### config.mk
export PLATFORM = sky130hd
export DESIGN_NAME = decimal_text_to_q7_8_top
export DESIGN_NICKNAME = d
export VERILOG_FILES = /design/src/design/dtq_pkg.sv /design/src/design/dtq_parse.sv /design/src/design/dtq_div.sv /design/src/design/decimal_text_to_q7_8_top.sv
export SDC_FILE = /design/constraint.sdc
export NUM_CORES = 1
export LEC_CHECK = 0
export BUFFER_PORTS_ARGS = -buffer_cell sky130_fd_sc_hd__buf_2
export CELL_PAD_IN_SITES_DETAIL_PLACEMENT = 2
export CELL_PAD_IN_SITES_GLOBAL_PLACEMENT = 2
export CORE_MARGIN = 4
export CORE_UTILIZATION = 41
export DETAILED_ROUTE_END_ITERATION = 10
export PLACE_DENSITY_LB_ADDON = 0.1
export REMOVE_ABC_BUFFERS = 1
export SLEW_MARGIN = 30
export SYNTH_ARGS = -nofsm -noshare
export SYNTH_HDL_FRONTEND = slang
export SYNTH_SLANG_ARGS = --single-unit
### constraint.sdc
create_clock -name clk_i -period 3.1 [get_ports clk_i]
set_input_delay 0.465 -clock clk_i [delete_from_list [all_inputs] [get_ports clk_i]]
set_output_delay 0.465 -clock clk_i [all_outputs]
set_load 0.005 [all_outputs]
### src/design/dtq_pkg.sv
package dtq_pkg;

  // Default sizes
  localparam int MaxCharsDef   = 9;
  localparam int IntDigitsDef  = 3;
  localparam int FracDigitsDef = 4;
  localparam int FracBitsDef   = 8;

  // Field and state widths
  localparam int CharW   = 8;
  localparam int CountW  = 4;
  localparam int IntCntW = 2;
  localparam int FracCntW = 3;
  localparam int IntValW = 10;
  localparam int FracValW = 14;
  localparam int ErrW    = 3;
  localparam int ValueW  = 16;
  localparam int MagW    = ValueW + 1;

  // Largest magnitudes for a positive and a negative result
  localparam logic [MagW-1:0] MagLimPos = MagW'(32767);
  localparam logic [MagW-1:0] MagLimNeg = MagW'(32768);

  // Characters
  localparam logic [CharW-1:0] CHAR_PLUS  = 8'h2B;
  localparam logic [CharW-1:0] CHAR_MINUS = 8'h2D;
  localparam logic [CharW-1:0] CHAR_POINT = 8'h2E;
  localparam logic [CharW-1:0] CHAR_ZERO  = 8'h30;
  localparam logic [CharW-1:0] CHAR_NINE  = 8'h39;

  // Status codes; a lower nonzero code has priority
  localparam logic [ErrW-1:0] ERR_NONE       = 3'd0;
  localparam logic [ErrW-1:0] ERR_LONG       = 3'd1;
  localparam logic [ErrW-1:0] ERR_INT_LONG   = 3'd2;
  localparam logic [ErrW-1:0] ERR_FRAC_LONG  = 3'd3;
  localparam logic [ErrW-1:0] ERR_INT_DIGIT  = 3'd4;
  localparam logic [ErrW-1:0] ERR_RANGE      = 3'd5;
  localparam logic [ErrW-1:0] ERR_FRAC_DIGIT = 3'd6;

  // Parsed number handed from the character front end to the divider
  typedef struct packed {
    logic                negative;
    logic [IntValW-1:0]  int_value;
    logic [FracValW-1:0] frac_value;
    logic [FracCntW-1:0] frac_digits;
    logic [ErrW-1:0]     error;
  } dtq_num_t;

  function automatic logic [ErrW-1:0] merge_err(logic [ErrW-1:0] cur, logic [ErrW-1:0] code);
    logic [ErrW-1:0] res;
    res = cur;
    if (cur == ERR_NONE || code < cur) res = code;
    return res;
  endfunction

  function automatic logic [FracValW-1:0] pow_ten(logic [FracCntW-1:0] n);
    logic [FracValW-1:0] res;
    case (n)
      3'd0:    res = 14'd1;
      3'd1:    res = 14'd10;
      3'd2:    res = 14'd100;
      3'd3:    res = 14'd1000;
      default: res = 14'd10000;
    endcase
    return res;
  endfunction

endpackage

### src/design/dtq_parse.sv
module dtq_parse import dtq_pkg::*; #(
  parameter int MAX_CHARS   = MaxCharsDef,
  parameter int INT_DIGITS  = IntDigitsDef,
  parameter int FRAC_DIGITS = FracDigitsDef
) (
  input  logic             clk_i,
  input  logic             rst_ni,
  input  logic             take_i,
  input  logic [CharW-1:0] char_i,
  input  logic             last_i,
  output dtq_num_t         num_o
);

  localparam logic [1:0] PH_SIGN = 2'd0;
  localparam logic [1:0] PH_INT  = 2'd1;
  localparam logic [1:0] PH_FRAC = 2'd2;

  logic [1:0]          phase_q, phase_d;
  logic                neg_q, neg_d;
  logic [CountW-1:0]   cnt_q, cnt_d;
  logic [IntCntW-1:0]  id_q, id_d;
  logic [FracCntW-1:0] fd_q, fd_d;
  logic [IntValW-1:0]  int_q, int_d;
  logic [FracValW-1:0] frac_q, frac_d;
  logic [ErrW-1:0]     err_q, err_d;

  logic                is_digit;
  logic [3:0]          dval;
  logic [1:0]          ph;
  logic                sign_taken;
  logic [13:0]         int_x10;
  logic [17:0]         frac_x10;

  assign is_digit = (char_i >= CHAR_ZERO) && (char_i <= CHAR_NINE);
  assign dval     = is_digit ? 4'(char_i - CHAR_ZERO) : 4'd0;
  assign int_x10  = {1'b0, int_q, 3'b000} + {3'b000, int_q, 1'b0} + {10'd0, dval};
  assign frac_x10 = {1'b0, frac_q, 3'b000} + {3'b000, frac_q, 1'b0} + {14'd0, dval};

  always_comb begin
    phase_d    = phase_q;
    neg_d      = neg_q;
    cnt_d      = cnt_q;
    id_d       = id_q;
    fd_d       = fd_q;
    int_d      = int_q;
    frac_d     = frac_q;
    err_d      = err_q;
    ph         = phase_q;
    sign_taken = 1'b0;
    if (take_i) begin
      if (cnt_q >= CountW'(MAX_CHARS)) begin
        err_d = merge_err(err_d, ERR_LONG);
      end else begin
        cnt_d = cnt_q + 1'b1;
      end
      if (ph == PH_SIGN) begin
        ph      = PH_INT;
        phase_d = PH_INT;
        if (char_i == CHAR_PLUS) begin
          sign_taken = 1'b1;
        end else if (char_i == CHAR_MINUS) begin
          neg_d      = 1'b1;
          sign_taken = 1'b1;
        end
      end
      if (!sign_taken) begin
        if (ph == PH_INT) begin
          if (char_i == CHAR_POINT) begin
            phase_d = PH_FRAC;
          end else if (id_q < IntCntW'(INT_DIGITS)) begin
            id_d = id_q + 1'b1;
            if (is_digit) int_d = int_x10[IntValW-1:0];
            else          err_d = merge_err(err_d, ERR_INT_DIGIT);
          end else begin
            err_d = merge_err(err_d, ERR_INT_LONG);
          end
        end else begin
          if (fd_q < FracCntW'(FRAC_DIGITS)) begin
            fd_d = fd_q + 1'b1;
            if (is_digit) frac_d = frac_x10[FracValW-1:0];
            else          err_d  = merge_err(err_d, ERR_FRAC_DIGIT);
          end else begin
            err_d = merge_err(err_d, ERR_FRAC_LONG);
          end
        end
      end
    end
  end

  // Hand over the state as it stands after the final character
  assign num_o = '{negative: neg_d, int_value: int_d, frac_value: frac_d,
                   frac_digits: fd_d, error: err_d};

  always_ff @(posedge clk_i or negedge rst_ni) begin
    if (!rst_ni) begin
      phase_q <= PH_SIGN;
      neg_q   <= 1'b0;
      cnt_q   <= '0;
      id_q    <= '0;
      fd_q    <= '0;
      int_q   <= '0;
      frac_q  <= '0;
      err_q   <= ERR_NONE;
    end else if (take_i && last_i) begin
      // number closed: start over for the next one
      phase_q <= PH_SIGN;
      neg_q   <= 1'b0;
      cnt_q   <= '0;
      id_q    <= '0;
      fd_q    <= '0;
      int_q   <= '0;
      frac_q  <= '0;
      err_q   <= ERR_NONE;
    end else begin
      phase_q <= phase_d;
      neg_q   <= neg_d;
      cnt_q   <= cnt_d;
      id_q    <= id_d;
      fd_q    <= fd_d;
      int_q   <= int_d;
      frac_q  <= frac_d;
      err_q   <= err_d;
    end
  end

endmodule

### src/design/dtq_div.sv
module dtq_div import dtq_pkg::*; #(
  parameter int FRAC_BITS = FracBitsDef
) (
  input  logic              clk_i,
  input  logic              rst_ni,
  input  logic              start_i,
  input  dtq_num_t          num_i,
  input  logic              out_ready_i,
  output logic              busy_o,
  output logic              out_valid_o,
  output logic [ValueW-1:0] value_o,
  output logic [ErrW-1:0]   status_o
);

  localparam int BitsW = FRAC_BITS + 1;
  localparam int StepW = $clog2(FRAC_BITS + 1);
  localparam logic [ValueW-1:0] IntLimPos = ValueW'(32767 >> FRAC_BITS);
  localparam logic [ValueW-1:0] IntLimNeg = ValueW'(32768 >> FRAC_BITS);

  localparam logic [2:0] ST_IDLE  = 3'd0;
  localparam logic [2:0] ST_PREP  = 3'd1;
  localparam logic [2:0] ST_DIV   = 3'd2;
  localparam logic [2:0] ST_ROUND = 3'd3;
  localparam logic [2:0] ST_FIN   = 3'd4;

  logic [2:0]          st_q;
  dtq_num_t            num_q;
  logic [ErrW-1:0]     err_q;
  logic [FracValW-1:0] p_q;
  logic [FracValW-1:0] rem_q;
  logic [BitsW-1:0]    bits_q;
  logic [StepW-1:0]    step_q;
  logic                vld_q;
  logic [ValueW-1:0]   value_q;
  logic [ErrW-1:0]     status_q;

  // Shared subtract unit: twice the remainder minus the divisor
  logic [FracValW+1:0] trial;
  logic                ge;
  logic [ValueW-1:0]   int_lim;
  logic [MagW-1:0]     mag;
  logic [MagW-1:0]     mag_lim;
  logic                fin_go;

  assign trial   = {1'b0, rem_q, 1'b0} - {2'b00, p_q};
  assign ge      = !trial[FracValW+1];
  assign int_lim = num_q.negative ? IntLimNeg : IntLimPos;
  assign mag     = (MagW'(num_q.int_value) << FRAC_BITS) + MagW'(bits_q);
  assign mag_lim = num_q.negative ? MagLimNeg : MagLimPos;

  // Hold the last step until the output register is free
  assign fin_go  = (st_q == ST_FIN) && (!vld_q || out_ready_i);

  always_ff @(posedge clk_i or negedge rst_ni) begin
    if (!rst_ni) begin
      st_q  <= ST_IDLE;
      vld_q <= 1'b0;
    end else begin
      if (fin_go) begin
        vld_q <= 1'b1;
      end else if (vld_q && out_ready_i) begin
        vld_q <= 1'b0;
      end
      unique case (st_q)
        ST_IDLE:  if (start_i) st_q <= ST_PREP;
        ST_PREP:  st_q <= ST_DIV;
        ST_DIV:   if (step_q == StepW'(FRAC_BITS - 1)) st_q <= ST_ROUND;
        ST_ROUND: st_q <= ST_FIN;
        ST_FIN:   if (fin_go) st_q <= ST_IDLE;
        default:  st_q <= ST_IDLE;
      endcase
    end
  end

  always_ff @(posedge clk_i) begin
    unique case (st_q)
      ST_IDLE: begin
        if (start_i) num_q <= num_i;
      end
      ST_PREP: begin
        if ({6'd0, num_q.int_value} > int_lim) err_q <= merge_err(num_q.error, ERR_RANGE);
        else                                    err_q <= num_q.error;
        p_q    <= pow_ten(num_q.frac_digits);
        rem_q  <= num_q.frac_value;
        bits_q <= '0;
        step_q <= '0;
      end
      ST_DIV: begin
        // one quotient bit per cycle, restoring
        bits_q <= {bits_q[BitsW-2:0], ge};
        rem_q  <= ge ? trial[FracValW-1:0] : {rem_q[FracValW-2:0], 1'b0};
        step_q <= step_q + 1'b1;
      end
      ST_ROUND: begin
        // round up only above one half
        if (ge && trial != '0) bits_q <= bits_q + 1'b1;
      end
      ST_FIN: begin
        if (fin_go) begin
          if (err_q != ERR_NONE) begin
            value_q  <= '0;
            status_q <= err_q;
          end else if (mag > mag_lim) begin
            value_q  <= '0;
            status_q <= ERR_RANGE;
          end else begin
            value_q  <= num_q.negative ? (ValueW'(0) - mag[ValueW-1:0]) : mag[ValueW-1:0];
            status_q <= ERR_NONE;
          end
        end
      end
      default: ;
    endcase
  end

  assign busy_o      = (st_q != ST_IDLE);
  assign out_valid_o = vld_q;
  assign value_o     = value_q;
  assign status_o    = status_q;

endmodule

### src/design/decimal_text_to_q7_8_top.sv
// Converts decimal text of the form [+|-]eee.ffff, one character per beat with tlast on
// the final character, to a signed Q7.8 value and a status code (zero value on error).
// A character without tlast does not stall the input. After the tlast character the block
// holds tready low while one shared subtractor forms the fraction bits one per cycle
// by restoring division, rounds, and range-checks the result; the result beat then
// waits in an output register. Characters of the next number are taken while that beat
// waits; the stall after the next tlast character grows longer only while the earlier
// beat is still held at the output.
module decimal_text_to_q7_8_top import dtq_pkg::*; #(
  parameter int MAX_CHARS   = MaxCharsDef,
  parameter int INT_DIGITS  = IntDigitsDef,
  parameter int FRAC_DIGITS = FracDigitsDef,
  parameter int FRAC_BITS   = FracBitsDef
) (
  input  logic        clk_i,
  input  logic        rst_ni,
  input  logic        s_axis_tvalid_i,
  output logic        s_axis_tready_o,
  input  logic [7:0]  s_axis_tdata_i,   // [7:0] character
  input  logic        s_axis_tlast_i,
  output logic        m_axis_tvalid_o,
  input  logic        m_axis_tready_i,
  output logic [23:0] m_axis_tdata_o    // [15:0] value, [18:16] status, [23:19] zero
);

  dtq_num_t          num;
  logic              take;
  logic              busy;
  logic              out_valid;
  logic [ValueW-1:0] value;
  logic [ErrW-1:0]   status;

  assign s_axis_tready_o = !busy;
  assign take            = s_axis_tvalid_i && s_axis_tready_o;

  dtq_parse #(
    .MAX_CHARS  (MAX_CHARS),
    .INT_DIGITS (INT_DIGITS),
    .FRAC_DIGITS(FRAC_DIGITS)
  ) u_parse (
    .clk_i (clk_i),
    .rst_ni(rst_ni),
    .take_i(take),
    .char_i(s_axis_tdata_i),
    .last_i(s_axis_tlast_i),
    .num_o (num)
  );

  dtq_div #(
    .FRAC_BITS(FRAC_BITS)
  ) u_div (
    .clk_i      (clk_i),
    .rst_ni     (rst_ni),
    .start_i    (take && s_axis_tlast_i),
    .num_i      (num),
    .out_ready_i(m_axis_tready_i),
    .busy_o     (busy),
    .out_valid_o(out_valid),
    .value_o    (value),
    .status_o   (status)
  );

  assign m_axis_tvalid_o = out_valid;
  assign m_axis_tdata_o  = {5'd0, status, value};

endmodule

**After elaboration in Yosys (flattened, before gate mapping)**

Index checks and enable logic that the tools add are counted.

- Register bits after elaboration: 137
- Input port bits: 13
- Output and inout bits: 26

- Add/subtract/negate cells: 13
- Order comparisons: 13
- Eq/ne operators: 19
- Multiplexer cells: 79
- Reduce and logical (&&, ||, !) cells: 38

Operators with widths:

| operator | count |
|---|---|
| 14-bit 2-to-1 mux | 7 |
| 3-bit 2-to-1 mux | 28 |
| 10-bit 2-to-1 mux | 7 |
| 14-bit case mux with 4 select lines | 1 |
| 16-bit 2-to-1 mux | 2 |
| 14-bit case mux with 2 select lines | 1 |
| 9-bit case mux with 3 select lines | 1 |
| 2-bit 2-to-1 mux | 13 |
| 8-bit by 6-bit equality test with 1-bit output (second input constant) | 3 |
| 17-bit by 9-bit adder with 17-bit output | 1 |
| 17-bit greater-than comparator | 1 |
| 10-bit by 16-bit greater-than comparator with 1-bit output | 1 |
| 4-bit 2-to-1 mux | 4 |
| 16-bit nonzero test | 1 |
| 1-bit by 16-bit subtractor with 16-bit output (first input constant) | 1 |
| 15-bit by 14-bit subtractor with 16-bit output | 1 |
| 3-bit zero test | 5 |
| 3-bit case mux with 5 select lines | 1 |
| 14-bit adder | 1 |
| 14-bit by 4-bit adder with 14-bit output | 1 |
| 2-bit by 1-bit != test with 1-bit output (second input constant) | 7 |
| 3-bit by 2-bit equality test with 1-bit output (second input constant) | 4 |
| 1-bit 2-to-1 mux | 11 |
| 10-bit adder | 1 |
| 31 further kinds | 58 |

**Logic depth before layout (Yosys ltp)**

Gate-level depths: netlist of the first run.

- Depth after elaboration: 15
- Depth in mapped cells: 15
- Gate-level depth less buffers: 14

**Cells and area by module**

From an unflattened synthesis of the first run, not the netlist that was laid out.

- Cell total of the unflattened synthesis: 880
- Area total of the unflattened synthesis: 8802.2 um^2

Modules (own cells, without submodules):

| module | times used | cells each | area each (um^2) | sequential area each (um^2) |
|---|---|---|---|---|
| dtq_div | 1 | 500 | 5430.2 | 2742.6 |
| dtq_parse | 1 | 371 | 3311.9 | 975.9 |
| decimal_text_to_q7_8_top | 1 | 9 | 60.1 | 0.0 |

**Worst setup path after synthesis of the first run**

No wires, ideal clock.

- Kind: input to register
- Start: input s_axis_tdata_i[7]
- End: register u_div.num_q[19] (netlist name), data pin
- Library setup time: 0.273 ns
- Arrival: 3.202 ns
- Required time: 2.827 ns
- Slack: -0.375 ns
- Stages on the path: 14
- Path buffers: 1
- Cell sequence: nor3b_1 > and3_1 > clkbuf_1 > nand2_1 > xnor2_1 > ha_1 > ha_1 > a21o_1 > a211oi_1 > o21bai_1 > a311oi_1 > a21oi_1 > xnor2_1 > a21oi_1

RTL lines:

| element | RTL line | RTL |
|---|---|---|
| start, declared | decimal_text_to_q7_8_top.sv:19 | `input logic [7:0] s_axis_tdata_i,` |
| end signal, assigned | dtq_div.sv:78 | `if (start_i) num_q <= num_i;` |
| end, declared | dtq_div.sv:27 | `dtq_num_t num_q;` |

**Final worst setup path of the first run**

- Start: register u_div.bits_q[8]
- End: register u_div.value_q[12] (netlist: u_div.value_o[12]), data pin

- Longest elaborated chain between the ends: 3
- Elaborated cells on any way between the ends: 5
- Those cells by class: add/sub (2); order compare (1); mux (1); reduce/logical (1)

Ends and longest elaborated chain:

| element | RTL line | RTL |
|---|---|---|
| start, declared | dtq_div.sv:31 | `logic [BitsW-1:0] bits_q;` |
| start signal, assigned | dtq_div.sv:90 | `bits_q <= {bits_q[BitsW-2:0], ge};` |
| start signal, assigned | dtq_div.sv:96 | `if (ge && trial != '0) bits_q <= bits_q + 1'b1;` |
| 17-bit by 9-bit adder with 17-bit output * | dtq_div.sv:48 | `assign mag = (MagW'(num_q.int_value) << FRAC_BITS) + MagW'(bits_q);` |
| 1-bit by 16-bit subtractor with 16-bit output / 17-bit greater-than comparator (equally long branches) | dtq_div.sv:107, dtq_div.sv:103 |  |
| 16-bit 2-to-1 mux / 2-bit OR reduction (equally long branches) | -- |  |
| end signal, assigned | dtq_div.sv:107 | `value_q <= num_q.negative ? (ValueW'(0) - mag[ValueW-1:0]) : mag[ValueW-1:0];` |
| end, declared | dtq_div.sv:34 | `logic [ValueW-1:0] value_q;` |

Mark *: on every way between the ends. The rest lies on a longest branch, timed or not.
A chain may end at the register's enable or synchronous reset.

==> impl_summary.md, run 1 <==
Status
The run finished with clean final reports.

Detailed routing
Summing over every cut layer, the via total after detailed routing is 6,653. For this block, the initial DRC count from the detailed router was 243. The post-route antenna net violation count is 0.

Summed over all layers, the routed wires come to 24,920 µm. The first-pass detailed-route iteration total is 4. In the routed design, unresolved DRC markers number 0. Using the TritonRoute via totals, the vias-per-cell ratio works out to 5.563. The average routed wire per standard cell is 20.84 µm.

Yosys
The mean area per synthesized cell is 10.21 µm². After synthesis, the cell types taking the most area are sky130_fd_sc_hd__edfxtp_1 31%, sky130_fd_sc_hd__dfrtp_1 13%, sky130_fd_sc_hd__ha_1 12%. The most used flip-flop cell after synthesis is sky130_fd_sc_hd__edfxtp_1. The number of synthesized register bits is 131. The count of distinct cell types in the synthesized netlist is 75. In this run the cell area of the synthesized design comes to 8477 µm². For this run, the number of Yosys warnings is 0. For this run, the register share of the synthesized area comes to 0.4387.

The number of flops mapped to enable cells by yosys is 88. The area fraction of the dominant cell type after synthesis is 0.3117. After synthesis, the share of flip-flops with an asynchronous set or reset is 0.3282. The top cell type by total area after synthesis is sky130_fd_sc_hd__edfxtp_1. Synthesis produced 830 cells.

STA
Between clock sinks in the finished design, the worst skew comes to 0.01164 ns. The final hold violation count is 0. Once routing completed, OpenROAD measured the worst setup slack at 0.07701 ns.

The post-route minimum period is 3.023 ns. The sum of negative setup slack is 0 ns. The setup-violating endpoint count in the final report is 0. Derived from the worst setup path, the maximum achievable clock frequency is 330.8 MHz.

The share of the cycle needed by the critical path after routing is 0.9752. In this run the tightest slew margin relative to its limit is 0.3878. Hold is met by 0.06263 ns. At the pin with the least slew margin, the transition time is 0.9183 ns. The final max-slew violation count is 0.

Final layout
Measured on the finished design, the core utilization comes to 0.4985. The layout has 2,095 filler cells. The area of all placed cells without fillers is 10,120 µm². The fraction of layout instances using a drive strength above 1 is 0.2009.

The antenna diode instance count is 0. In the final design database the tool counted 1,013 nets. The area growth from synthesis to layout is 19.38%.

CTS
The root buffer selected by CTS is sky130_fd_sc_hd__clkbuf_16. The number of hold buffers added after CTS is 0. The CTS tree is yes. The clock slew seen by the registers of the worst setup and hold paths is 0.06 ns. Buffers inserted during clock tree synthesis total 17.

For this design, the sink count on the clock tree is 131. The buffer depth of the longest clock path is 2. The maximum level of the CTS H-tree is 4. Clock latency on the worst-skew pair, taken at its later pin, is 0.42 ns.

Floorplanning
The floorplan has 52 rows. The region available for standard cell placement spans 20,300 µm². The initial core utilization is 0.4176. The height of the chip is 151.8 µm. During I/O placement, the number of pins put on the boundary was 39. From left edge to right edge, the die measures 151.8 µm.

The die outline area is 23,040 µm².

Worst setup path
Data on the critical path arrives at its endpoint at 3.29 ns. The launch instance of the worst register-to-register path is u_div.bits_q[8]. The data required time at the worst endpoint is 3.37 ns. The endpoint of the worst register-to-register path is u_div.value_o[12]. The sort of element at the end of the critical path is a flop.

The worst setup path category is flop to flop. The maximum fanout encountered on the critical timing path is 6. For flop-to-flop paths, the worst setup slack is 0.08 ns. STA classifies the critical path startpoint as a flop.

Counting cells, the worst reg-to-reg path comes to 13.

Global routing
The total overflow reported by the global router is 0. The initial antenna violation count came to 0. The pin count of the biggest net entering global routing is 44. For this run, the total global-route usage over all layers was measured as 0.2177.

The via count of the first global-routing pass was 7,375. The first-pass GRT wire length is 39,230 µm.

Placed design
The weighted congestion reported at the end of routability-driven placement is 0.8688. The placed wire-length estimate after detailed placement is 18,130 µm. Summing all placed instances gives a cell area of 9225 µm². The number of I/O port buffers is 33. The setup slack at placement is -0.7505 ns.

Run
The tool flagged a number of max-cap violations equal to 0.

Power
The peak supply drop is 332.2 µV. Dividing total power by cell area gives a power density of 812.1 nW/µm². The cell leakage power is 0.004507 µW.

Min path
The type of the tightest min-delay check is input port to asynchronous set/reset pin.
==> logic make-up (layout without fill, tap and decap cells) <==
logic type / after synthesis / in the layout / synth area share
mux: 20 / 20 / 0.02450
compound gates: 184 / 184 / 0.1421
xor+xnor: 59 / 59 / 0.06096
flops: 131 / 131 / 0.4387
other cells: 1 / 5 / 0.0004424
buf+inv: 72 / 164 / 0.03675
simple gates: 276 / 276 / 0.1655
fa+ha+maj: 87 / 87 / 0.1311
==> metal layers <==
layer,GRT usage,wire length [µm],up-vias
met5,0,0,-
met4,0.04358,164,0
met3,0.03450,570,8
met2,0.3860,13060,86
met1,0.2826,11130,3399
li1,-,-,3160
==> placed cells by master (no fill, tap or decap), types with 6 or more instances in the layout <==
master	count
sky130_fd_sc_hd__nand2_1	76
sky130_fd_sc_hd__buf_2	31
sky130_fd_sc_hd__mux2_2	6
sky130_fd_sc_hd__a21o_1	15
sky130_fd_sc_hd__a21oi_1	31
sky130_fd_sc_hd__inv_1	39
sky130_fd_sc_hd__and3_1	7
sky130_fd_sc_hd__and2_1	31
sky130_fd_sc_hd__dfrtp_1	43
sky130_fd_sc_hd__nand3_1	18
sky130_fd_sc_hd__ha_1	78
sky130_fd_sc_hd__nor2b_1	8
sky130_fd_sc_hd__nor2_1	63
sky130_fd_sc_hd__buf_4	58
sky130_fd_sc_hd__o31ai_1	9
sky130_fd_sc_hd__clkbuf_16	17
sky130_fd_sc_hd__edfxtp_1	88
sky130_fd_sc_hd__nand4_1	7
sky130_fd_sc_hd__nor3_1	7
sky130_fd_sc_hd__nand2b_1	9
sky130_fd_sc_hd__xnor2_1	28
sky130_fd_sc_hd__o21ai_0	54
sky130_fd_sc_hd__or2_2	6
sky130_fd_sc_hd__xor2_1	26
sky130_fd_sc_hd__mux2i_1	14
==> cell type report <==
class	count	area (µm²)	share of cell area
clock buffers	20	456.7	0.04513
clock inverters	12	146.4	0.01447
inverters	39	146.4	0.01447
multi-input cells	631	4661	0.4606
flip-flops and latches	131	3719	0.3675
well taps	270	337.8	0.03338
repair buffers	93	653.1	0.06454
==> state kept, by name (all words and copies together) (netlist names), 4 cells and up <==
name / count
u_div.bits_q: 9
u_div.num_q: 31
u_div.p_q: 8
u_div.rem_q: 14
u_div.step_q: 4
u_div.value_o: 16
u_parse.cnt_q: 4
u_parse.frac_q: 14
u_parse.int_q: 10
==> cell usage after synthesis (10+ instances only) <==
| cell | instances |
|---|---|
| sky130_fd_sc_hd__xor2_1 | 26 |
| sky130_fd_sc_hd__nand3_1 | 18 |
| sky130_fd_sc_hd__o31ai_1 | 10 |
| sky130_fd_sc_hd__clkbuf_1 | 20 |
| sky130_fd_sc_hd__a21o_1 | 15 |
| sky130_fd_sc_hd__edfxtp_1 | 88 |
| sky130_fd_sc_hd__dfrtp_1 | 43 |
| sky130_fd_sc_hd__and2_1 | 33 |
| sky130_fd_sc_hd__mux2i_1 | 14 |
| sky130_fd_sc_hd__a21oi_1 | 34 |
| sky130_fd_sc_hd__xnor2_1 | 33 |
| sky130_fd_sc_hd__nor2_1 | 63 |
| sky130_fd_sc_hd__o21ai_0 | 59 |
| sky130_fd_sc_hd__ha_1 | 84 |
| sky130_fd_sc_hd__inv_1 | 39 |
| sky130_fd_sc_hd__nand2_1 | 78 |
==> critical path, cell delays in order, from the launching register on <==
cell and delay (ns):
sky130_fd_sc_hd__edfxtp_1 0.48, sky130_fd_sc_hd__ha_4 0.22, sky130_fd_sc_hd__ha_4 0.17, sky130_fd_sc_hd__nand3_1 0.12
sky130_fd_sc_hd__xnor2_2 0.18, sky130_fd_sc_hd__ha_1 0.33, sky130_fd_sc_hd__nand4_1 0.13, sky130_fd_sc_hd__or2_2 0.31
sky130_fd_sc_hd__nor2_1 0.12, sky130_fd_sc_hd__o21ai_1 0.09, sky130_fd_sc_hd__a211oi_2 0.28, sky130_fd_sc_hd__nand2_2 0.13
sky130_fd_sc_hd__buf_4 0.18, sky130_fd_sc_hd__nor2_1 0.13
==> metrics by stage <==
step | total power (µW) | instances
after global routing | 8774 | 1196
after global placement | 5757 | 1153
after CTS | 8176 | 1186
final | 8219 | 1196
after detailed placement | 6005 | 1153
after floorplan | 4811 | 801
==> timing repair <==
action,in CTS,in global routing
pin swaps,4,24
gates cloned,0,0
endpoints found under the setup margin,19,45
setup buffers,1,10
gates resized for setup,10,35
==> worst max path at each step <==
stage / endpoint / startpoint / slack (ns) / cells past startpoint
5_1_grt: u_div.value_o[3] / u_div.num_q[24] / -0.12 / 13
2_1_floorplan: u_div.num_q[19] / s_axis_tdata_i[7] / -0.27 / 13
3_3_place_gp: u_div.num_q[19] / s_axis_tdata_i[7] / -0.48 / 14
4_1_cts: u_parse.int_q[8] / s_axis_tdata_i[7] / 0.008 / 16
6_report: u_div.value_o[12] / u_div.bits_q[8] / 0.08 / 13
3_5_place_dp: u_div.num_q[19] / s_axis_tdata_i[7] / -0.75 / 14
==> power breakdown <==
group | internal (µW) | total [µW] | switching, µW
Sequential | 2410 | 2800 | 393
Combinational | 1330 | 3340 | 2010
Clock | 1250 | 2070 | 828
Total | 4990 | 8220 | 3230
Note: power is estimated with default switching activity, not from simulation.
==> inputs of run 2 (changes only) <==
--- a/config.mk
+++ b/config.mk
@@ -6,12 +6,10 @@
 export NUM_CORES = 1
 export LEC_CHECK = 0
 export BUFFER_PORTS_ARGS = -buffer_cell sky130_fd_sc_hd__buf_2
-export CELL_PAD_IN_SITES_DETAIL_PLACEMENT = 2
-export CELL_PAD_IN_SITES_GLOBAL_PLACEMENT = 2
 export CORE_MARGIN = 4
-export CORE_UTILIZATION = 41
+export CORE_UTILIZATION = 63
 export DETAILED_ROUTE_END_ITERATION = 10
-export PLACE_DENSITY_LB_ADDON = 0.1
+export PLACE_DENSITY = 0.81
 export REMOVE_ABC_BUFFERS = 1
 export SLEW_MARGIN = 30
 export SYNTH_ARGS = -nofsm -noshare
==> run 2 against run 1 <==
Hold slack worse by 0.024 ns. Wire length down 24%. Final cell count down 8.7%. Die area down 33%. Critical path type is now input port to flop. Largest cell class unchanged.
==> impl_summary.md, run 2 (synthesis gave the netlist of run 1 again) <==
Status
The run finished with clean final reports.

STA
The post-route minimum period is 2.967 ns. The slew at the pin closest to its max-slew limit is 0.9111 ns. The post-route clock skew is 0.01236 ns. For this run, the top clock speed supported by timing is 337.0 MHz. The final max-slew violation count is 0.

Setup violations remaining at the end of the flow were counted as 0. In the finished design, the share of the clock period the worst path needs comes to 0.9572. Measured against its own limit, the worst slew margin works out to 0.3912. The final hold violation count is 0.

Floorplanning
In this run the count of I/O pins placed on the die edge is 39. The chip width is 124.0 µm. The die is 124.0 µm tall.

The floorplan step defined a core boundary enclosing 13,190 µm². The die outline area is 15,370 µm². The total number of placement rows is 42. The initial core utilization is 0.6427.

Worst setup path
The kind of start point of the critical path is an input port. The data required time at the worst endpoint is 3.41 ns. By startpoint and endpoint, the worst setup path is classified as input port to flop.

The maximum fanout encountered on the critical timing path is 8. The worst register-to-register path ends at u_div.status_o[2]. STA puts the critical path data arrival time at 3.28 ns. The sort of element at the end of the critical path is a flop.

The launch instance of the worst register-to-register path is u_div.bits_q[8]. Counting cells, the worst reg-to-reg path comes to 12. The worst-case register-to-register setup slack is 0.16 ns.

Final layout
The most flop-heavy register is u_div.num_q. Leaving out fill and tap cells, the most frequent cell in the layout is sky130_fd_sc_hd__edfxtp_1. Leaving out filler cells and counting taps, the final layout contains 1,092. 0 antenna diodes ended up in the layout. Relative to the synthesized area, the layout overhead comes to 16.27%. The top cell types in the final layout, fill and taps aside, are 88 x sky130_fd_sc_hd__edfxtp_1, 81 x sky130_fd_sc_hd__ha_1, 77 x sky130_fd_sc_hd__nand2_1, 63 x sky130_fd_sc_hd__nor2_1, 58 x sky130_fd_sc_hd__o21ai_0. The fraction of layout instances using a drive strength above 1 is 0.1758. In the final design database the tool counted 1,003 nets. The layout has 864 filler cells. The area of all placed cells without fillers is 9856 µm². The register with the most flip-flops in the layout has 31 of them.

Placed design
The count of buffers added on input and output ports is 33. The weighted congestion reported at the end of routability-driven placement is 0.9277. Summing all placed instances gives a cell area of 9072 µm². The placed wire-length estimate after detailed placement is 13,200 µm. The number of instances in the placed design is 1,056.

Global routing
The via count of the first global-routing pass is 6,577. The initial antenna violation count is 0. Entering global routing, the biggest net connects 44 pins. In the global route stage, overall resource usage came out at 0.2608. The first-pass GRT wire length is 31,340 µm. For this run the aggregate overflow at the end of global routing stands at 0.

CTS
TritonCTS created 17 clock buffers. The maximum level of the CTS H-tree is 4. The number of hold buffers added after CTS was 0. The clock sink count is 131. The tree is rooted in a sky130_fd_sc_hd__clkbuf_16. The buffer depth of the longest clock path is 2.

Clock-pin slew was measured on the worst setup and hold paths at 0.06 ns. TritonCTS built the clock tree. The later-pin clock latency in the skew report is 0.43 ns.

Detailed routing
The number of DRC violations after detailed routing is 0. The first-pass detailed-route iteration total is 5. In the final routed layout, each cell accounts on average for 17.40 µm.

The final wirelength is 19,000 µm. The post-route antenna net violation count is 0. The via count is 6,650. After detailed routing, the number of vias per cell comes to 6.090.

The detailed router finished its first iteration with 640 violations.

Power
VDD sags by at most 476.3 µV. The cell leakage power is 0.004468 µW. The power density of the placed cells is 824.7 nW/µm².

Run
The number of max-cap violations is 0.

Min path
The path class of the tightest hold or removal check is input port to asynchronous set/reset pin.
[run 2: changes by cell type in the layout (fill, tap and decap cells not counted), moves of 3 or more]
cell / delta
sky130_fd_sc_hd__buf_4: -9
sky130_fd_sc_hd__ha_1: +3
sky130_fd_sc_hd__ha_4: -3
sky130_fd_sc_hd__o21ai_0: +4
sky130_fd_sc_hd__o21ai_1: -4
[run 2: power breakdown]
part	total, µW	internal, µW	leakage (µW)	switching, µW
Clock	2150	1360	0.000296	793
Sequential	2770	2410	0.00142	357
Combinational	3210	1350	0.00275	1860
[run 2: critical path: stages]
cell and delay (ns):
sky130_fd_sc_hd__buf_2 0.12, sky130_fd_sc_hd__nor3b_4 0.19, sky130_fd_sc_hd__and3_4 0.24, sky130_fd_sc_hd__buf_6 0.12, sky130_fd_sc_hd__and2_1 0.15, sky130_fd_sc_hd__buf_4 0.12
sky130_fd_sc_hd__ha_1 0.21, sky130_fd_sc_hd__ha_1 0.23, sky130_fd_sc_hd__fa_1 0.39, sky130_fd_sc_hd__a21o_1 0.20, sky130_fd_sc_hd__a21oi_2 0.16, sky130_fd_sc_hd__o21bai_1 0.08
sky130_fd_sc_hd__a21oi_1 0.17, sky130_fd_sc_hd__xor2_1 0.15, sky130_fd_sc_hd__o21ai_0 0.12, sky130_fd_sc_hd__and2_1 0.17
[run 2: final cells by class]
cell class | count | area [µm²] | share of cell area
repair buffers | 83 | 565.5 | 0.05738
multi-input cells | 631 | 4574 | 0.4641
well taps | 176 | 220.2 | 0.02234
clock buffers | 18 | 429.2 | 0.04354
flip-flops and latches | 131 | 3719 | 0.3773
clock inverters | 14 | 201.4 | 0.02044
inverters | 39 | 146.4 | 0.01485
[run 2: how the worst max path moves through the flow]
| stage | end | slack [ns] | startpoint | depth (start not counted) |
|---|---|---|---|---|
| 6_report | u_parse.int_q[8] | 0.13 | s_axis_tdata_i[7] | 16 |
| 5_1_grt | u_parse.int_q[8] | -0.06 | s_axis_tdata_i[7] | 16 |
| 4_1_cts | u_div.value_o[2] | 0.02 | u_div.bits_q[8] | 12 |
| 3_5_place_dp | u_div.num_q[19] | -0.55 | s_axis_tdata_i[7] | 14 |
| 3_3_place_gp | u_div.num_q[19] | -0.43 | s_axis_tdata_i[7] | 14 |
| 2_1_floorplan | u_div.num_q[19] | -0.27 | s_axis_tdata_i[7] | 13 |
[run 2: routing by layer]
metal / global-route usage / wire length [µm] / vias to the layer above
li1: - / - / 3155
met4: 0.09925 / 395 / 0
met5: 0 / 0 / -
met2: 0.4488 / 9606 / 226
met3: 0.04950 / 952 / 42
met1: 0.3269 / 8046 / 3227
[run 2: stage by stage]
step / setup slack, ns / total power (µW) / utilization / TNS, ns / hold slack, ns
after global placement: -0.4267 / 5645 / 0.6876 / -4.151 / 0.4906
after global routing: -0.05835 / 8613 / 0.7472 / -0.2812 / 0.07907
after detailed placement: -0.5476 / 5836 / 0.6878 / -7.747 / 0.4854
final: 0.1326 / 8128 / 0.7472 / 0 / 0.03891
after floorplan: -0.2743 / 4811 / - / -1.497 / 0.1694
after CTS: 0.02167 / 8049 / 0.7389 / 0 / 0.06284
[run 2: what timing repair did]
action | in CTS | in global routing
setup endpoints to repair | 29 | 42
endpoints found under the hold margin | 0 | 0
setup buffers | 1 | 3
pin swaps | 1 | 17
gates resized for setup | 6 | 20
==> inputs of run 3 (changes only) <==
--- a/config.mk
+++ b/config.mk
@@ -7,11 +7,11 @@
 export LEC_CHECK = 0
 export BUFFER_PORTS_ARGS = -buffer_cell sky130_fd_sc_hd__buf_2
 export CORE_MARGIN = 4
-export CORE_UTILIZATION = 63
+export CORE_UTILIZATION = 45
 export DETAILED_ROUTE_END_ITERATION = 10
-export PLACE_DENSITY = 0.81
 export REMOVE_ABC_BUFFERS = 1
 export SLEW_MARGIN = 30
 export SYNTH_ARGS = -nofsm -noshare
 export SYNTH_HDL_FRONTEND = slang
 export SYNTH_SLANG_ARGS = --single-unit
+export TNS_END_PERCENT = 30
==> constraint.sdc (replaced) <==
create_clock -name clk_i -period 3.76 [get_ports clk_i]
set_input_delay 0.564 -clock clk_i [delete_from_list [all_inputs] [get_ports clk_i]]
set_output_delay 0.564 -clock clk_i [all_outputs]
set_load 0.005 [all_outputs]
==> run 3 against run 2 <==
Count of clock-buffer cells in the layout increased by 9. Largest power group unchanged. Register-to-register slack better by 0.33 ns. Sequential power shrank 17%.
==> impl_summary.md, run 3 (synthesis gave the netlist of run 1 again) <==
Placed design
The HPWL after detailed placement is 13,180 µm. The weighted congestion reported at the end of routability-driven placement is 0.8832. The total placed instance area is 8891 µm². During placement, the flow inserted port buffers numbering 33. Before CTS, the worst setup slack after placement is -0.01685 ns.

Final layout
In the final design database the tool counted 966 nets. The register with the most flip-flops in the layout has 31 of them. In the final layout, the share of cells above drive strength 1 is 0.1206. The library cell used most frequently in the layout, excluding fill and tap cells, is sky130_fd_sc_hd__edfxtp_1. The final core area utilization is 0.5220. The most flop-heavy register is u_div.num_q. Leaving out fill and tap cells, the most frequent cells in the layout are 88 x sky130_fd_sc_hd__edfxtp_1, 84 x sky130_fd_sc_hd__ha_1, 77 x sky130_fd_sc_hd__nand2_1, 63 x sky130_fd_sc_hd__nor2_1, 59 x sky130_fd_sc_hd__o21ai_0.

0 antenna diodes ended up in the layout. The number of filler cells placed in the layout is 1,612. The post-synthesis to final-layout area growth is 12.50%.

The area of all placed cells without fillers is 9537 µm².

CTS
The total clock buffers created by CTS is 17. The tree built by TritonCTS fans out to 131 sinks. TritonCTS built the clock tree. After clock tree synthesis, the clock-pin slew on the worst setup and hold paths is 0.06 ns.

The later-pin clock latency in the skew report is 0.41 ns. The number of buffers inserted by post-CTS setup repair is 0. The number of hold buffers added after CTS was 0. In this run the number of H-tree levels came out at 4. Once the clock tree was built, the resizer swapped 0 gates to a different size. The tree is rooted in a sky130_fd_sc_hd__clkbuf_16. In this run the deepest clock path goes through 2 buffers.

Floorplanning
The chip width is 145.3 µm. The initial utilization of the core area, before any placement, comes to 0.4640. The total number of placement rows is 49. In this run the vertical extent of the chip is 145.3 µm.

The die outline area is 21,100 µm². The core footprint is 18,270 µm². In this run the count of I/O pins placed on the die edge is 39.

STA
The post-route minimum period is 3.373 ns. The final hold violation count was 0. Between clock sinks in the finished design, the worst skew comes to 0.006359 ns.

Setup repair after global routing left no endpoint under its margin. Static timing analysis puts the maximum clock frequency at 296.5 MHz. The tightest slew margin relative to the limit is 0.3914. The tightest hold path in the finished design has a slack of 0.1603 ns. The share of the cycle needed by the critical path after routing is 0.8970. The final max-slew violation count is 0.

The sum of negative setup slack is 0 ns. At the pin with the least slew margin, the transition time is 0.9129 ns. The setup-violating endpoint count in the final report is 0. Once routing completed, OpenROAD measured the worst setup slack at 0.3872 ns.

Detailed routing
The routed design uses 591 µm of met3 wire. For this block, wires on met1 add up to 8562 µm. The final wirelength is 17,730 µm. The average routed wire per standard cell is 16.00 µm. The routed wire length on met2 is 8319 µm.

The post-route antenna net violation count is 0. In the routed layout, each cell is associated on average with a via count of 5.515. After detailed routing, the number of remaining DRC violations is 0. The via count is 6,111. The first TritonRoute pass finished after 5 iterations.

After detailed routing, no signal wire sits above met4. The detailed router's first-iteration violation count is 302.

Worst setup path
The worst setup path category is input port to flop. The worst setup path is launched from an input port. Traced cell by cell, the critical path runs through buf_2 > nor3b_1 > and3_1 > nand2_1 > xnor2_1 > ha_1 > ha_1 > a21o_1 > a211oi_1 > o21bai_1 > a311oi_1 > a21oi_1 > xnor2_1 > a21oi_1. Setup slack on the worst reg-to-reg path comes out at 0.49 ns. On the worst path, the slowest cell contributes a delay of 0.39 ns. The endpoint of the worst register-to-register path is u_div.bits_q[5]. At the worst endpoint, the required time is 3.89 ns. The slowest stage cell on the critical path is sky130_fd_sc_hd__a311oi_1. In this run the critical register-to-register path is launched from u_div.p_q[0]. The worst setup path is captured at a flop. The maximum fanout encountered on the critical timing path is 2.

The number of buffers and inverters on the critical path is 1. The worst register-to-register path has a depth of 9. The cell type group with the largest total delay on the critical path is compound AO/OA/AOI/OAI gates. Data on the critical path arrives at its endpoint at 3.50 ns.

Min path
The tightest min-delay check is of the input port to asynchronous set/reset pin type.

Power
The analysis attributes to cell leakage a power of 0.004240 µW. The peak supply drop is 336.9 µV. In this run the power density over the cells is 668.8 nW/µm².

Global routing
For this run, the total global-route usage over all layers was measured as 0.1721. The initial antenna violation count is 0. The first-pass GRT wire length is 30,300 µm.

The via count of the first global-routing pass is 6,189. Entering global routing, the biggest net connects 44 pins. Global routing finished with a remaining overflow of 0.

Status
The flow ran to the end, and the final reports show no timing, DRC or antenna violations.

Run
The tool flagged a number of max-cap violations equal to 0.
==> run 3: cell types whose count changed in the layout (fill, tap and decap cells not counted), sizes merged <==
cell	delta
clkbuf	+9
buf	-37
inv	-4
clkinvlp	-3
clkinv	+1
bufinv	-3
==> run 3: routing by layer <==
layer | track usage | vias to the layer above
li1 | - | 3074
met1 | 0.2341 | 2917
met2 | 0.2783 | 100
met3 | 0.03711 | 20
met4 | 0.05033 | 0
met5 | 0 | -
==> run 3: through the flow <==
stage	power (µW)	cells
6_report	6378	1108
5_1_grt	6836	1108
4_1_cts	6413	1108
3_5_place_dp	4636	1076
3_3_place_gp	4555	1076
2_1_floorplan	3967	801
==> run 3: layout make-up <==
cell class | instances | area [µm²] | area share
flip-flops and latches | 131 | 3719 | 0.3899
multi-input cells | 631 | 4464 | 0.4681
inverters | 39 | 146.4 | 0.01535
repair buffers | 46 | 277.8 | 0.02913
clock inverters | 5 | 53.80 | 0.005642
clock buffers | 27 | 589.3 | 0.06179
well taps | 229 | 286.5 | 0.03004
==> run 3: power by group <==
group          internal (µW)  total [µW]  switching [µW]
logic                    948        2320            1370
registers               1990        2310             324
clock network           1140        1750             606
==> run 3: worst max path at each step <==
stage | from | end | slack (ns) | depth (start not counted)
after floorplan | s_axis_tdata_i[7] | u_div.num_q[19] | 0.29 | 13
after global placement | s_axis_tdata_i[7] | u_div.num_q[19] | 0.06 | 14
after detailed placement | s_axis_tdata_i[7] | u_div.num_q[19] | -0.02 | 14
after CTS | s_axis_tdata_i[7] | u_div.num_q[19] | 0.41 | 14
after global routing | s_axis_tdata_i[2] | u_div.num_q[19] | 0.13 | 14
final | s_axis_tdata_i[7] | u_div.num_q[19] | 0.39 | 14
